## src/design/mtdc_pkg.sv

```systemverilog
// ----------------------------------------------------------------------------
// mtdc_pkg
// Shared types, codes and constants of the multi-tap delay with crossfade.
// ----------------------------------------------------------------------------
package mtdc_pkg;

   // ring and taps
   localparam int RING_DEPTH = 16384;
   localparam int RING_AW    = $clog2(RING_DEPTH);
   localparam int TAP_COUNT  = 10;
   localparam int TAP_W      = 4;
   localparam int DELAY_W    = 14;
   localparam int FADE_W     = 16;
   localparam int SAMPLE_W   = 16;

   // gains, unsigned Q2.16
   localparam int GAIN_W = 18;
   localparam logic [GAIN_W-1:0] GAIN_ONE      = 18'd65536;
   localparam logic [GAIN_W-1:0] GAIN_START_IN = 18'd655;
   localparam logic [GAIN_W-1:0] GAIN_MAX      = 18'd262143;

   // configuration registers
   localparam int CSR_IDX_W  = 4;
   localparam int CSR_DATA_W = 18;
   localparam logic [CSR_IDX_W-1:0] CSR_FREEZE      = 4'd0;
   localparam logic [CSR_IDX_W-1:0] CSR_FADE_LENGTH = 4'd1;
   localparam logic [CSR_IDX_W-1:0] CSR_FADE_DECAY  = 4'd2;
   localparam logic [CSR_IDX_W-1:0] CSR_FADE_GROWTH = 4'd3;
   localparam logic [15:0] FADE_LENGTH_RST = 16'd4410;
   localparam logic [16:0] FADE_DECAY_RST  = 17'd65467;
   localparam logic [17:0] FADE_GROWTH_RST = 18'd65605;

   // opcodes
   localparam logic [1:0] OP_SAMPLE  = 2'd0;
   localparam logic [1:0] OP_SET_TAP = 2'd1;
   localparam logic [1:0] OP_DISABLE = 2'd2;
   localparam logic [1:0] OP_UNUSED  = 2'd3;

   typedef struct packed {
      logic [1:0]          opcode;
      logic signed [15:0]  sample_in;
      logic [3:0]          tap_index;
      logic [15:0]         delay_samples;
   } req_word_type;

   typedef struct packed {
      logic [3:0]          tap_number;
      logic signed [15:0]  sample_out;
      logic [13:0]         tap_delay;
      logic                is_reply;
      logic                last;
   } rsp_word_type;

   // controller to datapath
   typedef struct packed {
      logic clear_step;
      logic latch_item;
      logic ring_write;
      logic tap_clear;
      logic tap_inc;
      logic read_issue;
      logic mult_en;
      logic tap_emit;
      logic set_emit;
      logic disable_tap;
      logic advance_wp;
   } ctrl_cmd_type;

   // datapath to controller
   typedef struct packed {
      logic clear_last;
      logic cur_active;
      logic more_active;
      logic rsp_free;
   } dp_status_type;

endpackage

```

## src/design/mtdc_ctrl.sv

```systemverilog
// ----------------------------------------------------------------------------
// mtdc_ctrl
// Sequencer: ring clearing, item decode and the walk over the taps.
// ----------------------------------------------------------------------------
module mtdc_ctrl
   import mtdc_pkg::*;
(
   input  logic          clock,
   input  logic          reset,
   input  logic          req_valid,
   input  logic [1:0]    req_opcode,
   output logic          req_ready,
   input  dp_status_type sts,
   output ctrl_cmd_type  cmd
);

   localparam logic [3:0] ST_CLEAR = 4'd0;
   localparam logic [3:0] ST_IDLE  = 4'd1;
   localparam logic [3:0] ST_WRITE = 4'd2;
   localparam logic [3:0] ST_SCAN  = 4'd3;
   localparam logic [3:0] ST_READ  = 4'd4;
   localparam logic [3:0] ST_MULT  = 4'd5;
   localparam logic [3:0] ST_EMIT  = 4'd6;
   localparam logic [3:0] ST_ADV   = 4'd7;
   localparam logic [3:0] ST_SET   = 4'd8;
   localparam logic [3:0] ST_DIS   = 4'd9;

   logic [3:0] state_ff, state_in;

   // next state and commands
   always_comb begin
      state_in  = state_ff;
      cmd       = '0;
      req_ready = 1'b0;
      unique case (state_ff)
         ST_CLEAR: begin
            cmd.clear_step = 1'b1;
            if (sts.clear_last) state_in = ST_IDLE;
         end
         ST_IDLE: begin
            req_ready = 1'b1;
            if (req_valid) begin
               cmd.latch_item = 1'b1;
               case (req_opcode)
                  OP_SAMPLE:  state_in = ST_WRITE;
                  OP_SET_TAP: state_in = ST_SET;
                  OP_DISABLE: state_in = ST_DIS;
                  default:    state_in = ST_IDLE;
               endcase
            end
         end
         ST_WRITE: begin
            cmd.ring_write = 1'b1;
            cmd.tap_clear  = 1'b1;
            state_in       = ST_SCAN;
         end
         ST_SCAN: begin
            if (sts.cur_active) state_in = ST_READ;
            else if (sts.more_active) cmd.tap_inc = 1'b1;
            else state_in = ST_ADV;
         end
         ST_READ: begin
            cmd.read_issue = 1'b1;
            state_in       = ST_MULT;
         end
         ST_MULT: begin
            cmd.mult_en = 1'b1;
            state_in    = ST_EMIT;
         end
         ST_EMIT: begin
            if (sts.rsp_free) begin
               cmd.tap_emit = 1'b1;
               if (sts.more_active) begin
                  cmd.tap_inc = 1'b1;
                  state_in    = ST_SCAN;
               end else begin
                  state_in = ST_ADV;
               end
            end
         end
         ST_ADV: begin
            cmd.advance_wp = 1'b1;
            state_in       = ST_IDLE;
         end
         ST_SET: begin
            if (sts.rsp_free) begin
               cmd.set_emit = 1'b1;
               state_in     = ST_IDLE;
            end
         end
         ST_DIS: begin
            cmd.disable_tap = 1'b1;
            state_in        = ST_IDLE;
         end
         default: state_in = ST_IDLE;
      endcase
   end

   // state register
   always_ff @(posedge clock) begin
      if (reset) state_ff <= ST_CLEAR;
      else state_ff <= state_in;
   end

endmodule

```

## config.mk

```make
export PLATFORM = sky130hd
export DESIGN_NAME = mtdc_ctrl
export DESIGN_NICKNAME = d
export VERILOG_FILES = /design/src/design/mtdc_pkg.sv /design/src/design/mtdc_ctrl.sv
export SDC_FILE = /design/constraint.sdc
export NUM_CORES = 1
export LEC_CHECK = 0
export BUFFER_PORTS_ARGS = -buffer_cell sky130_fd_sc_hd__buf_2
export CAP_MARGIN = 15
export CORE_AREA = 2 2 39 41
export DETAILED_ROUTE_END_ITERATION = 10
export DIE_AREA = 0 0 41 43
export PLACE_DENSITY_LB_ADDON = 0.1
export SYNTH_ARGS = -nofsm -noshare
export SYNTH_HDL_FRONTEND = slang
export SYNTH_SLANG_ARGS = --single-unit
```

## constraint.sdc

```tcl
create_clock -name clock -period 3.9 [get_ports clock]
set_clock_uncertainty 0.15 [all_clocks]
set_input_delay 0 -clock clock [delete_from_list [all_inputs] [get_ports clock]]
set_output_delay 0 -clock clock [all_outputs]
set_load 0.01 [all_outputs]
```

==> out/metrics.csv, run 1 <==
metric;value;unit
crit_fanout;17;
core;1384;µm²
clk_pin_slew;0.04;ns
regMostFlops;state_ff;
min_period;2.272;ns
slowest_stage;dfxtp_1;
end_kind;flop;
vias;553;
fillerInstances;153;
ir_drop;0.0001229;V
portBuffers;20;
largest_register_ffs;4;
antenna_found_initial;0;
postRouteAntennaNets;0;
top_regs;state_ff x4;
place_hpwl;921;µm
cts_tree;built;
synth-seq-cells;4;
post-route-drc-count;0;
critPathLaunchType;flop;
h-tree-depth;1;
synth_seq_area_share;0.1693;
finalNetCount;105;
first_pass_iters;4;
grt_max_degree;19;
die_w;41;µm
setup_tns;0;ns
wl_per_cell;11.64;µm
finalWirelength;1.245;mm
cp_num_buf_inv;1;
drv_cap;0;
async_flop_share;0;
die-area;1763;µm²
hold_path.class;in2reg;
rsz0062_at_grt;no;
clock_latency;0.24;ns
slew_headroom;0.6490;
critPathMaxStageDelay;0.64;ns
placed_cells;99;
viasPerCell;5.168;
path_cells;nand2_1 > or4_1 > o21ai_1 > dlygate4sd3_1;
synth_nets;82;
start_util;0.3418;
fmax;0.4401;GHz
synth_area_per_cell;6.756;µm²
first_global_vias;471;
clockRootBuffer;clkbuf_4;
gp_congestion;0.7951;
synth.distinct_cells;28;
drv_slew;0;
synth_top_area_frac;0.1693;
crit_type;reg2reg;
grt_first_pass_wirelength;2.056;mm
fin_crit_sh;0.5826;
grt_util_all_layers;0.1695;
critPathTopFamily;simple AND/OR/NAND/NOR gates;
syn_to_final_growth;32.01;%
whs;0.02890;ns
hold_violations;0;
synth-edff-count;0;
cts_sinks;4;
ios;21;
tightest_slew;0.5257;ns
clockBufferDepth;2;
drtIter0Drc;9;
cts_buffers;3;
rows;14;
synthTopCellsByArea;dfxtp_1 17%, nor2_1 9.5%, ha_1 7.9%;
p_leak;0.0003025;µW
grt-ovfl-total;0;
netlist_area;473.0;µm²
yosysWarnings;0;
ctsResizeCount;0;
final_cells;107;
power.density;251.7;nW/µm²
yosys-top-cells-count;12 x nor2_1, 8 x nand2_1, 7 x nor3_1;
synth_ff_type;dfxtp_1;
crit_required;3.93;ns
critical_path_arrival;2.30;ns
n_antenna_cell;0;
status;complete, no violations;
die_height;43;µm
synth_area_leader_cell;dfxtp_1;
synth.most_common_cell;nor2_1;
register_area;80.08;µm²
drive_gt1_frac;0.2967;
setup_violations;0;
multi_input_area;332.8;µm²
syn_inst;70;
## worst paths after layout
check,cells after the start,from,slack [ns],to
setup / recovery,4,state_ff[2],1.63,state_ff[2]
hold / removal,4,sts[3],0.03,state_ff[0]
setup reg to reg,4,state_ff[2],1.63,state_ff[2]
hold reg to reg,2,state_ff[3],0.55,state_ff[0]
## stage by stage
stage               setup WS [ns]  total power (µW)  utilization  instance area [µm²]
floorplan                   2.428             87.16            -                473.0
CTS                         1.682             158.4       0.4512                624.3
global route                1.509             170.5       0.4512                624.3
global placement            2.164             102.2       0.3987                551.8
finish                      1.628             157.2       0.4512                624.3
detailed placement          2.241             102.3       0.3987                551.8
## cells in the final DEF, fill, tap and decap left out, types with 2 or more instances in the layout
cell           count
ha_1               3
nor3_1             7
and3b_1            2
inv_1              3
dfxtp_1            4
inv_2              2
dlygate4sd3_1      5
o211ai_1           2
nand3b_1           2
o221ai_1           2
buf_2             20
nand2b_1           3
nor2_1            12
clkbuf_4           3
nand2_1            8
## power breakdown
part           total (µW)  internal, µW  leakage [µW]  switching (µW)
Sequential           53.3          44.0     0.0000327            9.34
Clock                52.0          34.5     0.0000138            17.5
Combinational        51.8          24.3      0.000256            27.5
Total                 157           103      0.000302            54.4
## tightest hold or removal path, stage by stage
cell and delay [ns]:
buf_2 0.10, nand2b_1 0.13, nand3b_1 0.08, a41oi_1 0.05
## kinds of logic after synthesis
family                   after synthesis  synth area share
AO/OA/AOI/OAI                         11            0.1799
adder cells (fa/ha/maj)                3           0.07937
buffers and inverters                 12            0.1270
flip-flops                             4            0.1693
multiplexers                           1           0.02116
AND/OR/NAND/NOR                       39            0.4233
## layer usage
metal	vias up	track usage	part of all wire
met4	0	0.06000	0.0072
li1	286	-	-
met1	237	0.2244	0.47
met2	28	0.2531	0.45
met5	-	0	0
met3	2	0.04712	0.076
## cell type report
cell class                      count  share of cell area
Inverter                            5             0.03006
Clock buffer                        3             0.03607
Timing Repair Buffer               25              0.2405
Sequential cell                     4              0.1283
Multi-Input combinational cell     54              0.5331
Tap cell                           16             0.03206
## timing repair
| item | 4_1_cts | 5_1_grt |
|---|---|---|
| hold buffers | 5 | 0 |
| endpoints found under the hold margin | 4 | 0 |
| buffers inserted | 0 | 0 |
| setup endpoints to repair | 0 | 0 |
Power figures use the tool's default switching activity.
==> inputs of run 2 (changes only) <==
==> constraint.sdc (replaced) <==
create_clock -name clock -period 2.26 [get_ports clock]
set_clock_uncertainty 0.15 [all_clocks]
set_input_delay 0 -clock clock [delete_from_list [all_inputs] [get_ports clock]]
set_output_delay 0 -clock clock [all_outputs]
set_load 0.01 [all_outputs]
==> out/metrics.csv, run 2 (synthesized netlist as in run 1, its figures left out) <==
metric;value;unit;change
ir_drop;0.0002199;V;+79%
post-route-drc-count;0;;unchanged
wl_per_cell;11.51;µm;-1.0%
internal_power;177.7;µW;+73%
top_regs;state_ff x4;;
fillerInstances;152;;-0.65%
wl_met1;596;µm;+1.9%
worstHoldPathCells;4;;unchanged
pwr-share-clk;0.331;;about the same
largest_register_ffs;4;;unchanged
finalNetCount;105;;unchanged
fmax;0.4643;GHz;+5.5%
route.met3.wl;75;µm;-21%
clockRootBuffer;clkbuf_4;;
crit_required;2.29;ns;-1.64 ns
n_antenna_cell;0;;unchanged
place_hpwl;921.1;µm;about the same
drv_slew;0;;unchanged
viasPerCell;5.000;;-3.3%
top_layer;met3;;
die-area;1763;µm²;unchanged
postRouteAntennaNets;0;;unchanged
ff2ff_path_depth;4;;unchanged
first_global_vias;470;;-0.21%
antenna_found_initial;0;;unchanged
clk_pin_slew;0.04;ns;about the same
layout_common_cells;20 x buf_2, 12 x nor2_1, 8 x nand2_1;;
power.density;432.2;nW/µm²;+72%
cts_sinks;4;;unchanged
regMostFlops;state_ff;;
grt_util_all_layers;0.1665;;-0.003009
grt_first_pass_wirelength;2.028;mm;-1.4%
min_period;2.154;ns;-0.1182 ns
setup_violations;0;;unchanged
crit_type;reg2reg;;
gp_congestion;0.7950;;about the same
final_common_cell;buf_2;;
vias;535;;-3.3%
cts_buffers;3;;unchanged
hold_violations;0;;unchanged
core;1384;µm²;unchanged
sw_frac_of_total;0.3441;;-0.001765
cts_tree;built;;
slew_headroom;0.7491;;+0.1001
reg2reg_from;state_ff[3];;
ios;21;;unchanged
die_w;41;µm;unchanged
drv_cap;0;;unchanged
p_total;270.9;µW;+72%
rsz0062_at_grt;no;;
grt-ovfl-total;0;;unchanged
crit_start;state_ff[3];;
h-tree-depth;1;;unchanged
start_util;0.3418;;unchanged
min-delay-start;sts[3];;
portBuffers;20;;unchanged
clock_latency;0.24;ns;about the same
critPathLaunchType;flop;;
power.switching;93.23;µW;+72%
wl_met2;560;µm;+0.90%
power_frac_comb;0.328;;-0.002
p_leak;0.0003034;µW;+0.33%
status;complete, no violations;;
critical_path_arrival;2.19;ns;-0.11 ns
fin_crit_sh;0.9530;;+0.3704
seq_power_share;0.341;;+0.002
die_height;43;µm;unchanged
clockBufferDepth;2;;unchanged
rows;14;;unchanged
finalWirelength;1.232;mm;-1.0%
postCtsSetupBuffers;0;;unchanged
hold_path.class;in2reg;;
end_kind;flop;;
grt_max_degree;19;;unchanged
first_pass_iters;4;;unchanged
setup_tns;0;ns;unchanged
crit_fanout;10;;-7
tightest_slew;0.3758;ns;-0.1499 ns
drive_gt1_frac;0.3187;;+0.02198
syn_to_final_growth;32.54;%;
drtIter0Drc;9;;unchanged
-- run 2: what timing repair did --
item,in CTS,in global routing
hold endpoints to repair,4,0
gates resized for setup,0,2
hold buffers,5,0
endpoints found under the setup margin,0,2
-- run 2: worst paths after layout --
kind            endpoint  slack (ns)
max          state_ff[3]        0.11
min          state_ff[0]        0.02
max reg2reg  state_ff[3]        0.11
min reg2reg  state_ff[1]        0.45
-- run 2: cell type report --
| class | count | area [µm²] | share of cell area |
|---|---|---|---|
| clock buffer | 3 | 22.52 | 0.03593 |
| inverter | 5 | 18.77 | 0.02994 |
| multi-input combinational | 54 | 332.8 | 0.5309 |
| sequential | 4 | 82.58 | 0.1317 |
| tap | 16 | 20.02 | 0.03194 |
| timing repair buffer | 25 | 150.1 | 0.2395 |
-- run 2: metal layers --
layer / track usage / up-vias
li1: - / 286
met1: 0.2212 / 228
met2: 0.2469 / 21
met3: 0.04712 / 0
met4: 0.06000 / 0
met5: 0 / -
-- run 2: power by group through the flow --
stage | clock (µW) | sequential, µW | combinational, µW
6_report | 89.7 | 92.4 | 88.8
5_1_grt | 98.4 | 93.6 | 102
4_1_cts | 92.2 | 91.7 | 89.6
2_1_floorplan | 0 | 78.1 | 72.3
3_3_place_gp | 0 | 93.1 | 83.3
3_5_place_dp | 0 | 92.5 | 83.9
-- run 2: per-stage QoR --
stage               area, µm²  hold slack, ns  setup slack (ns)  cells  utilization
floorplan               473.0        -0.04936            0.7884     70            -
CTS                     624.3         0.01789           0.03026    107       0.4512
global placement        551.8          0.1182            0.5233     99       0.3987
finish                  626.9         0.02317            0.1062    107       0.4530
global route            626.9         0.05963           0.04247    107       0.4530
detailed placement      551.8          0.1236            0.6062     99       0.3987
-- run 2: worst max-delay path: stages, from the launching register on --
cell	delay [ns]
dfxtp_1	0.54
inv_2	0.10
or4_4	0.56
o32ai_2	0.19
dlygate4sd3_1	0.56
==> inputs of run 3 (changes only) <==
--- a/config.mk
+++ b/config.mk
@@ -5,12 +5,12 @@
 export SDC_FILE = /design/constraint.sdc
 export NUM_CORES = 1
 export LEC_CHECK = 0
-export BUFFER_PORTS_ARGS = -buffer_cell sky130_fd_sc_hd__buf_2
+export BUFFER_PORTS_ARGS = -buffer_cell sky130_fd_sc_hd__clkbuf_2
 export CAP_MARGIN = 15
 export CORE_AREA = 2 2 39 41
 export DETAILED_ROUTE_END_ITERATION = 10
 export DIE_AREA = 0 0 41 43
-export PLACE_DENSITY_LB_ADDON = 0.1
 export SYNTH_ARGS = -nofsm -noshare
 export SYNTH_HDL_FRONTEND = slang
 export SYNTH_SLANG_ARGS = --single-unit
+export TNS_END_PERCENT = 1
==> out/metrics.csv, run 3 (synthesized netlist as in run 1, its figures left out) <==
metric;value;unit;change
status;finished with violations;;
violations;negative hold slack;;
final_common_cell;clkbuf_2;;
path_cells;inv_2 > or4_4 > o32ai_2 > dlygate4sd3_1;;
clockBufferDepth;2;;unchanged
wl_met1;572;µm;-4.0%
syn_to_final_growth;30.69;%;
core;1384;µm²;unchanged
setup_violations;0;;unchanged
gp_congestion;0.7965;;+0.19%
rows;14;;unchanged
clockRootBuffer;clkbuf_4;;
finalNetCount;104;;-0.95%
crit_fanout;10;;unchanged
hold_violations;1;;+1
wl_per_cell;12.00;µm;+4.2%
fmax;0.4931;GHz;+6.2%
wl_met2;628;µm;+12%
multi_input_area;332.8;µm²;unchanged
power.density;441.6;nW/µm²;+2.2%
cts_tree;built;;
min_period;2.028;ns;-0.1258 ns
final_cells;106;;-0.93%
grt_max_degree;19;;unchanged
min-delay-start;sts[1];;
critPathTopFamily;buffers and inverters;;
drive_gt1_frac;0.3333;;+0.01465
die-area;1763;µm²;unchanged
portBuffers;20;;unchanged
reg2reg_from;state_ff[3];;
end_kind;flop;;
slew_headroom;0.7580;;+0.008919
largest_register_ffs;4;;unchanged
drv_slew;0;;unchanged
drv_cap;0;;unchanged
n_antenna_cell;0;;unchanged
slowest_stage;dlygate4sd3_1;;
fin_crit_sh;0.8974;;-0.05565
critPathLaunchType;flop;;
viasPerCell;5.283;;+5.7%
grt_util_all_layers;0.1612;;-0.005338
fillerInstances;160;;+5.3%
finalWirelength;1.272;mm;+3.2%
crit_type;reg2reg;;
postCtsSetupBuffers;0;;unchanged
top_layer;met3;;
whs;-0.01238;ns;-0.03554 ns
first_pass_iters;4;;unchanged
first_global_vias;459;;-2.3%
vias;560;;+4.7%
antenna_found_initial;0;;unchanged
ir_drop;0.0002607;V;+19%
dpl_cell_area;551.8;µm²;unchanged
placed_cells;99;;unchanged
crit_start;state_ff[3];;
hold_path.class;in2reg;;
critPathMaxStageDelay;0.57;ns;about the same
drtIter0Drc;14;;+5
layout_common_cells;20 x clkbuf_2, 12 x nor2_1, 8 x nand2_1;;
post-route-drc-count;0;;unchanged
setup_tns;0;ns;unchanged
route.met3.wl;72;µm;-4.0%
cts_sinks;4;;unchanged
postRouteAntennaNets;0;;unchanged
start_util;0.3418;;unchanged
grt_first_pass_wirelength;1.973;mm;-2.7%
cts_buffers;3;;unchanged
grt-ovfl-total;0;;unchanged
p_leak;0.0002891;µW;-4.7%
regMostFlops;state_ff;;
cp_num_buf_inv;2;;unchanged
crit_required;2.28;ns;about the same
clk_pin_slew;0.04;ns;about the same
ios;21;;unchanged
die_height;43;µm;unchanged
clock_latency;0.24;ns;about the same
rsz0062_at_grt;no;;
post-route-cell-area;618.1;µm²;-1.4%
die_w;41;µm;unchanged
tightest_slew;0.3625;ns;-0.01336 ns
critical_path_arrival;2.05;ns;-0.14 ns
top_regs;state_ff x4;;
register_area;83.83;µm²;+1.5%
place_hpwl;958;µm;+4.0%
h-tree-depth;1;;unchanged
post-route-util;0.4467;;-0.006329
==> run 3: repair_timing <==
action,CTS,global route
hold buffers,4,0
endpoints found under the hold margin,4,0
resized for setup,0,3
endpoints found under the setup margin,0,1
==> run 3: path summary, 6_finish.rpt <==
kind,slack [ns],depth (start not counted),endpoint
max,0.23,4,state_ff[3]
min,-0.01,4,state_ff[2]
max reg2reg,0.23,4,state_ff[3]
min reg2reg,0.45,2,state_ff[1]
==> run 3: worst reg2reg max path, delay by kind of cell, from the launching register on <==
family	cells	cell delay [ns]
buffers and inverters	2	0.66
and+or+nand+nor	1	0.55
DFF	1	0.43
AOI/OAI and AO/OA	1	0.19
==> run 3: power by group <==
group          internal (µW)  switching, µW
combinational           42.8           47.9
clock                   59.5           30.4
sequential              76.5           15.8
total                    179           94.2
==> run 3: cell type report <==
class                   instances  area share
repair buffers                 24      0.2267
inverters                       5     0.03036
multi-input cells              54      0.5385
clock buffers                   3     0.03644
well taps                      16     0.03239
flip-flops and latches          4      0.1356
==> run 3: stage by stage <==
stage | power, µW | worst slack [ns] | hold slack [ns]
finish | 272.9 | 0.2320 | -0.01238
detailed placement | 177.0 | 0.5666 | 0.1323
CTS | 276.0 | 0.09757 | 0.001514
global route | 295.9 | 0.08290 | 0.02585
global placement | 175.8 | 0.5370 | 0.1280
floorplan | 150.4 | 0.7884 | -0.04936
==> run 3: per-layer routing <==
layer  global-route usage  vias up
li1                     -      288
met1               0.2229      253
met2               0.2375       19
met3              0.06283        0
met4              0.02000        0
met5                    0        -
